File: config.mk
export PLATFORM = sky130hd
export DESIGN_NAME = kfsp_div
export DESIGN_NICKNAME = d
export VERILOG_FILES = /design/src/hdl/kfsp_pkg.sv /design/src/hdl/kfsp_div.sv
export SDC_FILE = /design/constraint.sdc
export NUM_CORES = 1
export LEC_CHECK = 0
export BUFFER_PORTS_ARGS = -buffer_cell sky130_fd_sc_hd__buf_4
export CORE_MARGIN = 2
export CORE_UTILIZATION = 30
export DETAILED_ROUTE_END_ITERATION = 8
export PLACE_DENSITY_LB_ADDON = 0.3
export SETUP_SLACK_MARGIN = 0.1
export SLEW_MARGIN = 5
export SYNTH_ARGS = -nofsm -noshare
export SYNTH_HDL_FRONTEND = slang
export SYNTH_SLANG_ARGS = --single-unit
export TNS_END_PERCENT = 100
File: constraint.sdc
create_clock -name clk_i -period 3.9 [get_ports clk_i]
set_input_delay 0.39 -clock clk_i [delete_from_list [all_inputs] [get_ports clk_i]]
set_output_delay 0.39 -clock clk_i [all_outputs]
set_load 0.005 [all_outputs]
File: src/hdl/kfsp_pkg.sv
// ----------------------------------------------------------------------------
// kfsp_pkg
// Shared types, widths and helpers for the keyframe camera path block.
// ----------------------------------------------------------------------------
package kfsp_pkg;

  // default table depth
  localparam int unsigned MAX_KEYS_DEF = 16;

  // field widths
  localparam int unsigned TIME_W  = 24;
  localparam int unsigned CRD_W   = 16;
  localparam int unsigned NUM_CRD = 6;
  localparam int unsigned FRAC_W  = 17;

  // divider widths: 40-bit dividend, 24-bit divisor
  localparam int unsigned DIV_W = 40;
  localparam int unsigned DEN_W = 24;
  localparam int unsigned DCNT_W = 6;

  // stored keyframe: position x/y/z in slots 0..2, target x/y/z in slots 3..5
  typedef struct packed {
    logic [TIME_W-1:0]                time_val;
    logic [NUM_CRD-1:0][CRD_W-1:0]    crd;
    logic [CRD_W-1:0]                 ang;
  } key_t;

  // command codes
  localparam logic CMD_INSERT = 1'b0;
  localparam logic CMD_EVAL   = 1'b1;

  typedef enum logic [3:0] {
    ST_IDLE,
    ST_INS_RD,
    ST_INS_CHK,
    ST_INS_NEW,
    ST_EV_DUR,
    ST_EV_MOD,
    ST_SRCH_RD,
    ST_SRCH_CHK,
    ST_EV_FRAC,
    ST_FETCH,
    ST_POW1,
    ST_POW2,
    ST_SPLINE,
    ST_FOV,
    ST_FIN
  } state_e;

  // saturate a 25-bit signed value to 16 bits
  function automatic logic [CRD_W-1:0] sat16(input logic signed [24:0] v);
    logic [CRD_W-1:0] r;
    if (v > 25'sd32767) begin
      r = 16'h7fff;
    end else if (v < -25'sd32768) begin
      r = 16'h8000;
    end else begin
      r = v[CRD_W-1:0];
    end
    return r;
  endfunction

endpackage

File: src/hdl/kfsp_div.sv
// ----------------------------------------------------------------------------
// kfsp_div
// Restoring divider, one quotient bit per cycle, quotient and remainder.
// ----------------------------------------------------------------------------
module kfsp_div (
  input  logic                          clk_i,
  input  logic                          rst_ni,
  input  logic                          start_i,
  input  logic [kfsp_pkg::DIV_W-1:0]    dividend_i,
  input  logic [kfsp_pkg::DEN_W-1:0]    divisor_i,
  output logic                          done_o,
  output logic [kfsp_pkg::DIV_W-1:0]    quot_o,
  output logic [kfsp_pkg::DEN_W-1:0]    rem_o
);

  logic                         run_q;
  logic                         done_q;
  logic [kfsp_pkg::DCNT_W-1:0]  cnt_q;
  logic [kfsp_pkg::DIV_W-1:0]   num_q;
  logic [kfsp_pkg::DEN_W-1:0]   rem_q;
  logic [kfsp_pkg::DEN_W-1:0]   den_q;
  logic [kfsp_pkg::DEN_W:0]     trial;
  logic [kfsp_pkg::DEN_W:0]     diff;

  // trial subtract of the shifted remainder
  assign trial = {rem_q, num_q[kfsp_pkg::DIV_W-1]};
  assign diff  = trial - {1'b0, den_q};

  // control
  always_ff @(posedge clk_i or negedge rst_ni) begin
    if (!rst_ni) begin
      run_q  <= 1'b0;
      done_q <= 1'b0;
      cnt_q  <= '0;
    end else begin
      done_q <= 1'b0;
      if (start_i) begin
        run_q <= 1'b1;
        cnt_q <= '0;
      end else if (run_q) begin
        cnt_q <= cnt_q + 1'b1;
        if (cnt_q == kfsp_pkg::DCNT_W'(kfsp_pkg::DIV_W - 1)) begin
          run_q  <= 1'b0;
          done_q <= 1'b1;
        end
      end
    end
  end

  // datapath
  always_ff @(posedge clk_i) begin
    if (start_i) begin
      num_q <= dividend_i;
      den_q <= divisor_i;
      rem_q <= '0;
    end else if (run_q) begin
      if (!diff[kfsp_pkg::DEN_W]) begin
        rem_q <= diff[kfsp_pkg::DEN_W-1:0];
        num_q <= {num_q[kfsp_pkg::DIV_W-2:0], 1'b1};
      end else begin
        rem_q <= trial[kfsp_pkg::DEN_W-1:0];
        num_q <= {num_q[kfsp_pkg::DIV_W-2:0], 1'b0};
      end
    end
  end

  assign done_o = done_q;
  assign quot_o = num_q;
  assign rem_o  = rem_q;

endmodule

* Word level (Yosys, flattened, before mapping)
Cells that the tools add are included.
Word-level totals: bits in writable memories 0, input bits 67, logic and storage cells 22, ROM bits 0, memories 0, bits in latches 0, output and inout port bits 65, register bits after elaboration 96
Cells by class: div/mod/pow operators 0, magnitude comparators 0, multiplexer cells 12, bitwise gates (word level) 0, reductions and logical operators 1, multiply operators 0, add/sub/neg operators 2, equality and inequality tests 1, shift operators 0
Operator list (count):
- 40-bit 2-to-1 mux | 2
- 25-bit by 24-bit subtractor with 25-bit output | 1
- 24-bit 2-to-1 mux | 1
- 6-bit 2-to-1 mux | 2
- 1-bit 2-to-1 mux | 7
- 6-bit by 1-bit adder with 6-bit output (second input constant) | 1
- 6-bit equality test (second input constant) | 1
- 2-bit nonzero test | 1

* Longest topological paths before layout
Gate-level depths: netlist of the first run.
depth in word-level cells 4, gate-level depth with buffers 11, mapped depth without buffers 10

* Worst setup path before layout of the first run
Ideal clock, no wire load.
path kind register -> register, start point reg num_q, in the netlist quot_o[39], end point reg rem_q, in the netlist rem_o[3], path slack 1.205 ns, path buffers 0, clock period less this slack 2.695 ns, required time 3.809 ns, cell stages (with the launch flop) 11, library setup time 0.091 ns, arrival 2.604 ns, cells stage by stage edfxtp_1 > inv_1 > ha_1 > fa_1 > nand2b_1 > a21o_1 > a21oi_2 > o2111a_1 > nor3_2 > or4_1 > a311oi_1
Between the ends: word-level cells in the longest chain between the ends 2
RTL lines:
- from (decl) | line kfsp_div.sv:19 | logic [kfsp_pkg::DIV_W-1:0] num_q;
- from (signal assigned) | line kfsp_div.sv:53 | num_q <= dividend_i;
- from (signal assigned) | line kfsp_div.sv:59 | num_q <= {num_q[kfsp_pkg::DIV_W-2:0], 1'b1};
- from (signal assigned) | line kfsp_div.sv:62 | num_q <= {num_q[kfsp_pkg::DIV_W-2:0], 1'b0};
- 25-bit by 24-bit subtractor with 25-bit output | line kfsp_div.sv:27 | assign diff = trial - {1'b0, den_q};
- 24-bit 2-to-1 mux | line kfsp_div.sv:57 | if (!diff[kfsp_pkg::DEN_W]) begin
- to (signal assigned) | line kfsp_div.sv:58 | rem_q <= diff[kfsp_pkg::DEN_W-1:0];
- to (signal assigned) | line kfsp_div.sv:61 | rem_q <= trial[kfsp_pkg::DEN_W-1:0];
- to (decl) | line kfsp_div.sv:20 | logic [kfsp_pkg::DEN_W-1:0] rem_q;
No other way between the ends. A chain may end at the register's enable or synchronous reset.

* Worst setup path after layout of the first run
start point reg num_q, in the netlist quot_o[39], end point reg rem_q, in the netlist rem_o[20]
The elaborated chain is that of the path after synthesis.

==> flow_summary.yaml, run 1 <==
sta:
  fin_worst_skew_ns: 0.007226
  hold_violations: 0
  drv_slew: 0
  whs_ns: 0.2031
  fmax_mhz: 311.2
  slew_headroom: 0.4499
  fin_crit_ns: 3.213
  tightestPinTransition_ns: 0.8251
  finalSetupViolCount: 0
  rsz0062_at_grt: "false"
  min_period_over_period: 0.8239
  fin_setup_tns_ns: 0
synth:
  netlist_area_um2: 5523
  synthAdderAreaFrac: 0.06026
  ys_ff_latch: 96
  synth_top_family_by_area: "compound AO/OA/AOI/OAI gates"
  yosysWarnings: 0
  synth-compound-area-share: 0.1767
  synthXorXnorAreaFrac: 0.02537
  synth_mux_area_frac: 0.08518
  synthesis.nets: 624
  synthFlopType: "edfxtp_1"
  avgSynthCellArea_um2: 10.40
  synth_cell_types: 63
  synthCells: 531
  synthSimpleGateAreaFrac: 0.1382
  synth_edf_count: 64
  ys_seq_area_frac: 0.4712
  ys_async_sr_fraction: 0.08333
finish:
  drive_gt1_frac: 0.3071
  area_growth_pct: 27.41
  multi_input_area_um2: 2683
  antenna_cells: 0
  seq_area_um2: 2603
  nets: 749
  final_common_cell: "buf_4"
  layout_common_cells: "140 x buf_4, 64 x edfxtp_1, 39 x mux2_2, 39 x nor2_1, 36 x nand2_1"
  nFillCells: 1813
  postLayoutCoreUtil: 0.3904
critical_path:
  worstPathArrival_ns: 3.46
  worst_path_largest_cell_delay_ns: 0.50
  cp_cell_sequence: "inv_1, ha_1, fa_1, nand2b_1, a21o_1, a21oi_2, o2111ai_1, a21oi_2, buf_4, a2111oi_0, a211o_1"
  critPathCaptureType: "flop"
  slowest_stage: "a21oi_2"
  critPathRequiredTime_ns: 4.14
  crit_type: "reg -> reg"
  cp_max_fo: 14
  critPathLaunchType: "flop"
  cpMostUsedCell: "a21oi_2"
cts:
  cts_max_level: 3
  clockBufferDepth: 2
  cts_resized: 0
  cts_tree: "yes"
  cts_num_sinks: 96
  clk_latency_ns: 0.36
  root_buffer: "clkbuf_16"
  numCtsBuffers: 9
  cts.reportedPaths.clkPinSlew_ns: 0.07
power_and_ir_drop:
  switching_power_w: 0.001691
  p_leak_nw: 2.951
  ir_worst_vdd_mv: 0.2737
  p_per_area_nw_per_um2: 608.2
  seqPwrFrac: 0.342
  clock_power_share: 0.206
  sw_frac_of_total: 0.3950
  power.internal_w: 0.002589
  combPwrFrac: 0.452
route:
  num_vias: 4693
  first_pass_iters: 5
  drtIter0Drc: 266
  wl_per_cell_um: 17.47
  detail-route-antenna-nets: 0
  drc: 0
  vias_per_cell: 5.273
  finalWirelength_um: 15540
grt:
  grt_pass1_vias: 4593
  track_usage: 0.1583
  grt_pass1_wl_um: 24620
  antenna_found_initial: 0
  grt_max_degree: 71
  grt_overflow: 0
run_status:
  status: "completed"
place:
  place_congestion: 0.9163
  post-dp-hpwl_um: 11410
  port_buffers: 131
hold_path:
  hold_class: "in -> reg"
floorplan:
  start_util: 0.3064
  core_um2: 18020
  num_rows: 49
  die_x_um: 139.7
  num_io_pins: 132
  die_h_um: 139.7
  die_area_um2: 19510
run:
  cap_violations: 0
-- cell families (layout without fill, tap and decap cells) --
group           after synthesis  in the layout
mux                          42             42
simple gates                152            152
xor+xnor                     16             16
flops                        96             96
buf+inv                      59            189
fa+ha+maj                    26             26
compound gates              140            140
-- flip-flops by register name (all words and copies together) (netlist names) --
name / cells
quot_o: 40
den_q: 24
rem_o: 24
cnt_q: 6
done_o: 1
run_q: 1
-- path summary, 6_finish.rpt --
check,cells after the start,startpoint,endpoint,slack (ns)
max,11,quot_o[39]$_DFFE_PP_,rem_o[20]$_SDFFE_PP0P_,0.69
min,1,divisor_i[3],den_q[3]$_DFFE_PP_,0.20
max reg2reg,11,quot_o[39]$_DFFE_PP_,rem_o[20]$_SDFFE_PP0P_,0.69
min reg2reg,2,rem_o[15]$_SDFFE_PP0P_,rem_o[15]$_SDFFE_PP0P_,0.52
max in group asynchronous,2,rst_ni,cnt_q[0]$_DFFE_PN0P_,3.39
min in group asynchronous,2,rst_ni,cnt_q[4]$_DFFE_PN0P_,0.38
-- metrics by stage --
step                total power, W  instances  area (um^2)  setup WS (ns)
global placement          0.003380        873         6743         0.8139
detailed placement        0.003400        873         6743         0.7109
global route              0.004575        890         7037         0.4946
CTS                       0.004298        890         7037         0.6878
floorplan                 0.002675        531         5523          1.205
finish                    0.004280        890         7037         0.6870
-- critical path: cells and delay by family, from the launching register on --
kind | cells | cell delay [ns]
AO/OA/AOI/OAI | 6 | 1.59
adder cells (fa/ha/maj) | 2 | 0.60
flip-flops | 1 | 0.37
buffers and inverters | 2 | 0.35
AND/OR/NAND/NOR | 1 | 0.19
-- power groups by stage --
stage,Clock [W],Combinational [W],Sequential [W]
3_3_place_gp,0,0.00190,0.00148
5_1_grt,0.000951,0.00213,0.00149
4_1_cts,0.000909,0.00192,0.00147
6_report,0.000883,0.00193,0.00146
3_5_place_dp,0,0.00191,0.00149
2_1_floorplan,0,0.00124,0.00144
-- synth_stat cells, types with 10 or more instances --
cell      number  share of area
a21oi_1       26          0.024
a311oi_1      13          0.021
inv_1         32          0.022
o21ai_0       20          0.018
dfxtp_1       24          0.087
ha_1          25          0.057
nand2_1       36          0.024
nand3_1       19          0.017
nor2_1        39          0.027
clkbuf_1      15          0.010
o21ai_1       14          0.013
mux2_2        39          0.080
o211ai_1      12          0.016
nand4_1       10          0.011
edfxtp_1      64           0.35
-- layout make-up --
class / instances / share of cell area
tap: 229 / 0.04072
clock inverter: 7 / 0.008357
timing repair buffer: 141 / 0.1508
sequential: 96 / 0.3698
inverter: 32 / 0.01707
clock buffer: 9 / 0.03201
multi-input combinational: 376 / 0.3812
-- repair_timing --
item	CTS	global route
buffers inserted	0	0
endpoints found under the hold margin	8	0
hold buffers	1	0
-- routing by layer --
metal	routed length, um	track usage
met5	0	0
met4	361	0.06105
met3	640	0.03269
met2	7734	0.2598
met1	6808	0.2054
(Power assumes the default switching activity.)
==> run 2, diff against run 1 <==
clock period = 3.15 ns   (was 3.9 ns; I/O delays follow)
==> flow_summary.yaml, run 2 (synthesis gave the netlist of run 1 again) <==
run_status:
  status: "completed"
critical_path:
  cp_cell_sequence: "inv_1, ha_1, fa_1, nand2b_4, a21o_4, a21oi_4, o2111a_2, nor3_4, or4_1, a311oi_1"
  r2r_cells: 10
  worst_path_largest_cell_delay_ns: 0.53
  crit_type: "reg -> reg"
  worstPathArrival_ns: 3.18
  rrSetupSlack_ns: 0.23
  slowest_stage: "or4_1"
  critPathLaunchType: "flop"
  timing.rr.start: "quot_o[39]$_DFFE_PP_"
  critPathRequiredTime_ns: 3.41
  rr_endpoint: "rem_o[3]$_SDFFE_PP0P_"
  critPathCaptureType: "flop"
  cp_max_fo: 6
grt:
  gr-usage-met1: 0.2094
  grt_pass1_wl_um: 25270
  grt_overflow: 0
  grt.met3_usage: 0.03372
  antenna_found_initial: 0
  grt.busiest_layer: "met2"
  grt_max_degree: 71
  track_usage: 0.1622
  use_met2: 0.2616
  grt_pass1_vias: 4829
place:
  placed_cells: 885
  place_congestion: 0.8741
  port_buffers: 131
  post-dp-hpwl_um: 11850
sta:
  rsz0062_at_grt: "true"
  fin_crit_ns: 2.917
  fin_worst_skew_ns: 0.01340
  fin_setup_tns_ns: 0
  finalSetupViolCount: 0
  tightestPinTransition_ns: 0.8512
  min_period_over_period: 0.9262
  drv_slew: 0
  fmax_mhz: 342.8
  slew_headroom: 0.4325
  hold_violations: 0
  whs_ns: 0.1287
cts:
  root_buffer: "clkbuf_16"
  cts_tree: "yes"
  clk_latency_ns: 0.36
  numCtsBuffers: 9
  cts_num_sinks: 96
  cts.reportedPaths.clkPinSlew_ns: 0.08
  clockBufferDepth: 2
  cts_max_level: 3
finish:
  drive_gt1_frac: 0.3304
  layout_common_cells: "154 x buf_4, 64 x edfxtp_1, 39 x mux2_2, 39 x nor2_1, 36 x nand2_1"
  nFillCells: 1786
  area_growth_pct: 31.01
  multi_input_area_um2: 2740
  nets: 763
  stdcell_count: 904
  seq_area_um2: 2603
  antenna_cells: 0
  largest_register_ff_count: 40
  final_common_cell: "buf_4"
run:
  cap_violations: 0
route:
  first_pass_iters: 5
  drtIter0Drc: 343
  vias_per_cell: 5.254
  detail-route-antenna-nets: 0
  drc: 0
  num_vias: 4750
  finalWirelength_um: 15870
  wl_per_cell_um: 17.56
floorplan:
  num_rows: 49
  die_h_um: 139.7
  core_um2: 18020
  die_x_um: 139.7
  num_io_pins: 132
  start_util: 0.3064
  die_area_um2: 19510
hold_path:
  whs_endpoint: "den_q[21]$_DFFE_PP_"
  min_from: "divisor_i[21]"
  hold_depth: 1
  hold_class: "in -> reg"
power_and_ir_drop:
  p_per_area_nw_per_um2: 766.6
  ir_worst_vdd_mv: 0.4042
  power.total_w: 0.005547
  p_leak_nw: 3.043
[run 2: repair_timing]
item | CTS | global route
hold buffers | 1 | 0
resized for setup | 1 | 9
hold endpoints to repair | 8 | 0
pin swaps | 0 | 4
setup buffers | 0 | 2
endpoints found under the setup margin | 1 | 22
[run 2: final cells by class]
cell class | count | area share
inverters | 32 | 0.01660
clock buffers | 9 | 0.03113
well taps | 229 | 0.03960
multi-input cells | 376 | 0.3787
flip-flops and latches | 96 | 0.3597
clock inverters | 7 | 0.01314
repair buffers | 155 | 0.1612
[run 2: metrics by stage]
step                      setup slack [ns]  utilization  area, um^2
after detailed placement           0.07839       0.3791        6833
after floorplan                     0.4550            -        5523
after global routing               0.06110       0.4014        7236
after global placement              0.2360       0.3791        6833
after CTS                           0.1165       0.3978        7171
final                               0.2326       0.4014        7236
[run 2: critical path: cells and delay by family, from the launching register on]
kind                       cells  cell delay [ns]
AOI/OAI and AO/OA              4             1.01
adders and majority gates      2             0.61
buffers and inverters          1             0.06
DFF                            1             0.38
and+or+nand+nor                3             0.77
[run 2: worst max-delay path by stage]
| stage | startpoint | to |
|---|---|---|
| final | quot_o[39]$_DFFE_PP_ | rem_o[3]$_SDFFE_PP0P_ |
| after floorplan | quot_o[39]$_DFFE_PP_ | rem_o[3]$_SDFFE_PP0P_ |
| after global routing | den_q[18]$_DFFE_PP_ | rem_o[3]$_SDFFE_PP0P_ |
| after CTS | quot_o[39]$_DFFE_PP_ | rem_o[11]$_SDFFE_PP0P_ |
| after detailed placement | quot_o[39]$_DFFE_PP_ | rem_o[11]$_SDFFE_PP0P_ |
| after global placement | quot_o[39]$_DFFE_PP_ | rem_o[20]$_SDFFE_PP0P_ |
[run 2: metal layers]
layer / share of wire / wire length (um)
met1: 0.44 / 6945
met2: 0.49 / 7730
met3: 0.043 / 690
met4: 0.032 / 504
met5: 0 / 0
[run 2: power breakdown]
| group | internal, W | switching, W | leakage [nW] |
|---|---|---|---|
| clock | 0.000642 | 0.000553 | 0.157 |
| sequential | 0.00158 | 0.000227 | 0.959 |
| combinational | 0.00116 | 0.00138 | 1.93 |
| total | 0.00339 | 0.00216 | 3.04 |
==> run 3, diff against run 2 <==
CORE_MARGIN = unset   (was 2)
CORE_UTILIZATION = 54   (was 30)
clock period = 2.9 ns   (was 3.15 ns; I/O delays follow)
==> flow_summary.yaml, run 3 (synthesis gave the netlist of run 1 again) <==
route:
  drtIter0Drc: 238
  first_pass_iters: 5
  drc: 0
  finalWirelength_um: 14530
  vias_per_cell: 5.883
  num_vias: 4877
  detail-route-antenna-nets: 0
  wl_per_cell_um: 17.52
critical_path:
  worstPathArrival_ns: 3.12
  crit_type: "reg -> reg"
  critPathLaunchType: "flop"
  critPathCaptureType: "flop"
  critPathRequiredTime_ns: 3.19
  cp_max_fo: 5
  rrSetupSlack_ns: 0.08
  timing.rr.start: "quot_o[39]$_DFFE_PP_"
  crit_start: "quot_o[39]$_DFFE_PP_"
sta:
  fin_crit_ns: 2.824
  fmax_mhz: 354.1
  finalWorstSetupSlack_ns: 0.07603
  tightestPinTransition_ns: 0.7352
  finalSetupViolCount: 0
  rsz0062_at_grt: "true"
  min_period_over_period: 0.9738
  fin_worst_skew_ns: 0.01679
  slew_headroom: 0.5099
  drv_slew: 0
  hold_violations: 0
floorplan:
  die_x_um: 103.1
  core_um2: 9864
  die_h_um: 103.1
  die_area_um2: 10640
  num_rows: 36
  start_util: 0.5599
  num_io_pins: 132
cts:
  root_buffer: "clkbuf_8"
  numCtsBuffers: 9
  clk_latency_ns: 0.39
  clockBufferDepth: 2
  cts_tree: "yes"
  cts_num_sinks: 96
  cts_max_level: 3
  cts.reportedPaths.clkPinSlew_ns: 0.10
power_and_ir_drop:
  clock_power_share: 0.153
  sw_frac_of_total: 0.3899
  p_leak_nw: 3.083
  power.internal_w: 0.003526
  switching_power_w: 0.002253
  combPwrFrac: 0.510
  ir_worst_vdd_mv: 0.5317
  seqPwrFrac: 0.338
  p_per_area_nw_per_um2: 795.3
finish:
  postLayoutCellArea_um2: 7266
  nets: 784
  largest_register_ff_count: 40
  layout_common_cells: "170 x buf_4, 64 x edfxtp_1, 39 x mux2_2, 39 x nor2_1, 35 x nand2_1"
  area_growth_pct: 31.56
  final_common_cell: "buf_4"
  postLayoutCoreUtil: 0.7366
  antenna_cells: 0
  drive_gt1_frac: 0.3707
run_status:
  status: "completed"
grt:
  grt_pass1_vias: 4495
  track_usage: 0.2735
  grt_max_degree: 64
  antenna_found_initial: 0
  grt_overflow: 0
  grt_pass1_wl_um: 21950
hold_path:
  hold_class: "in -> reg"
  min_from: "divisor_i[23]"
place:
  port_buffers: 131
  place_congestion: 0.9116
  place_area_um2: 6800
  post-dp-hpwl_um: 10430
  dp_slack_ns: -0.07333
run:
  cap_violations: 0
-- run 3: metrics by stage --
step	instances	power [W]	TNS [ns]	hold slack (ns)
after global routing	829	0.006152	0	0.05197
after CTS	819	0.005555	0	0.05428
after detailed placement	799	0.004636	-0.1050	0.1128
final	829	0.005779	0	0.07208
after global placement	799	0.004576	0	0.1080
after floorplan	531	0.003598	0	-0.005591
-- run 3: what timing repair did --
action / 4_1_cts / 5_1_grt
pin swaps: 5 / 13
endpoints found under the hold margin: 8 / 0
setup endpoints to repair: 5 / 21
resized for setup: 9 / 27
setup buffers: 3 / 9
gates cloned: 0 / 1
hold buffers: 1 / 0
-- run 3: final timing paths --
kind	end	depth (start not counted)
setup / recovery	rem_o[3]$_SDFFE_PP0P_	11
hold / removal	den_q[23]$_DFFE_PP_	1
setup reg to reg	rem_o[3]$_SDFFE_PP0P_	11
hold reg to reg	rem_o[13]$_SDFFE_PP0P_	2
max in group asynchronous	run_q$_DFF_PN0_	2
min in group asynchronous	cnt_q[5]$_DFFE_PN0P_	2
-- run 3: critical path, cell delays in order, from the launching register on --
cell and delay, ns:
edfxtp_1 0.36, inv_1 0.05, ha_2 0.19, fa_2 0.35
nand2b_4 0.15, a21o_1 0.18, a21oi_2 0.19, o2111a_2 0.25
nor3_4 0.05, buf_6 0.14, or4_1 0.51, a311oi_1 0.31
-- run 3: area by class of cell --
cell class / count / area [um^2]
clock inverters: 5 / 57.56
multi-input cells: 376 / 2843
well taps: 133 / 166.4
repair buffers: 176 / 1345
clock buffers: 11 / 131.4
inverters: 32 / 120.1
fillers: 719 / 2599
flip-flops and latches: 96 / 2603
-- run 3: metal layers --
metal / vias up / GRT usage / wire, um
li1: 2326 / - / -
met1: 2367 / 0.3532 / 5941
met2: 157 / 0.4497 / 7449
met3: 27 / 0.06576 / 813
met4: 0 / 0.09642 / 323
met5: - / 0 / 0
-- run 3: power by group through the flow --
stage | registers, W | logic, W | clock network [W]
after CTS | 0.00193 | 0.00272 | 0.000900
after global placement | 0.00195 | 0.00263 | 0
final | 0.00195 | 0.00295 | 0.000881
after detailed placement | 0.00196 | 0.00267 | 0
after floorplan | 0.00193 | 0.00166 | 0
after global routing | 0.00199 | 0.00321 | 0.000954
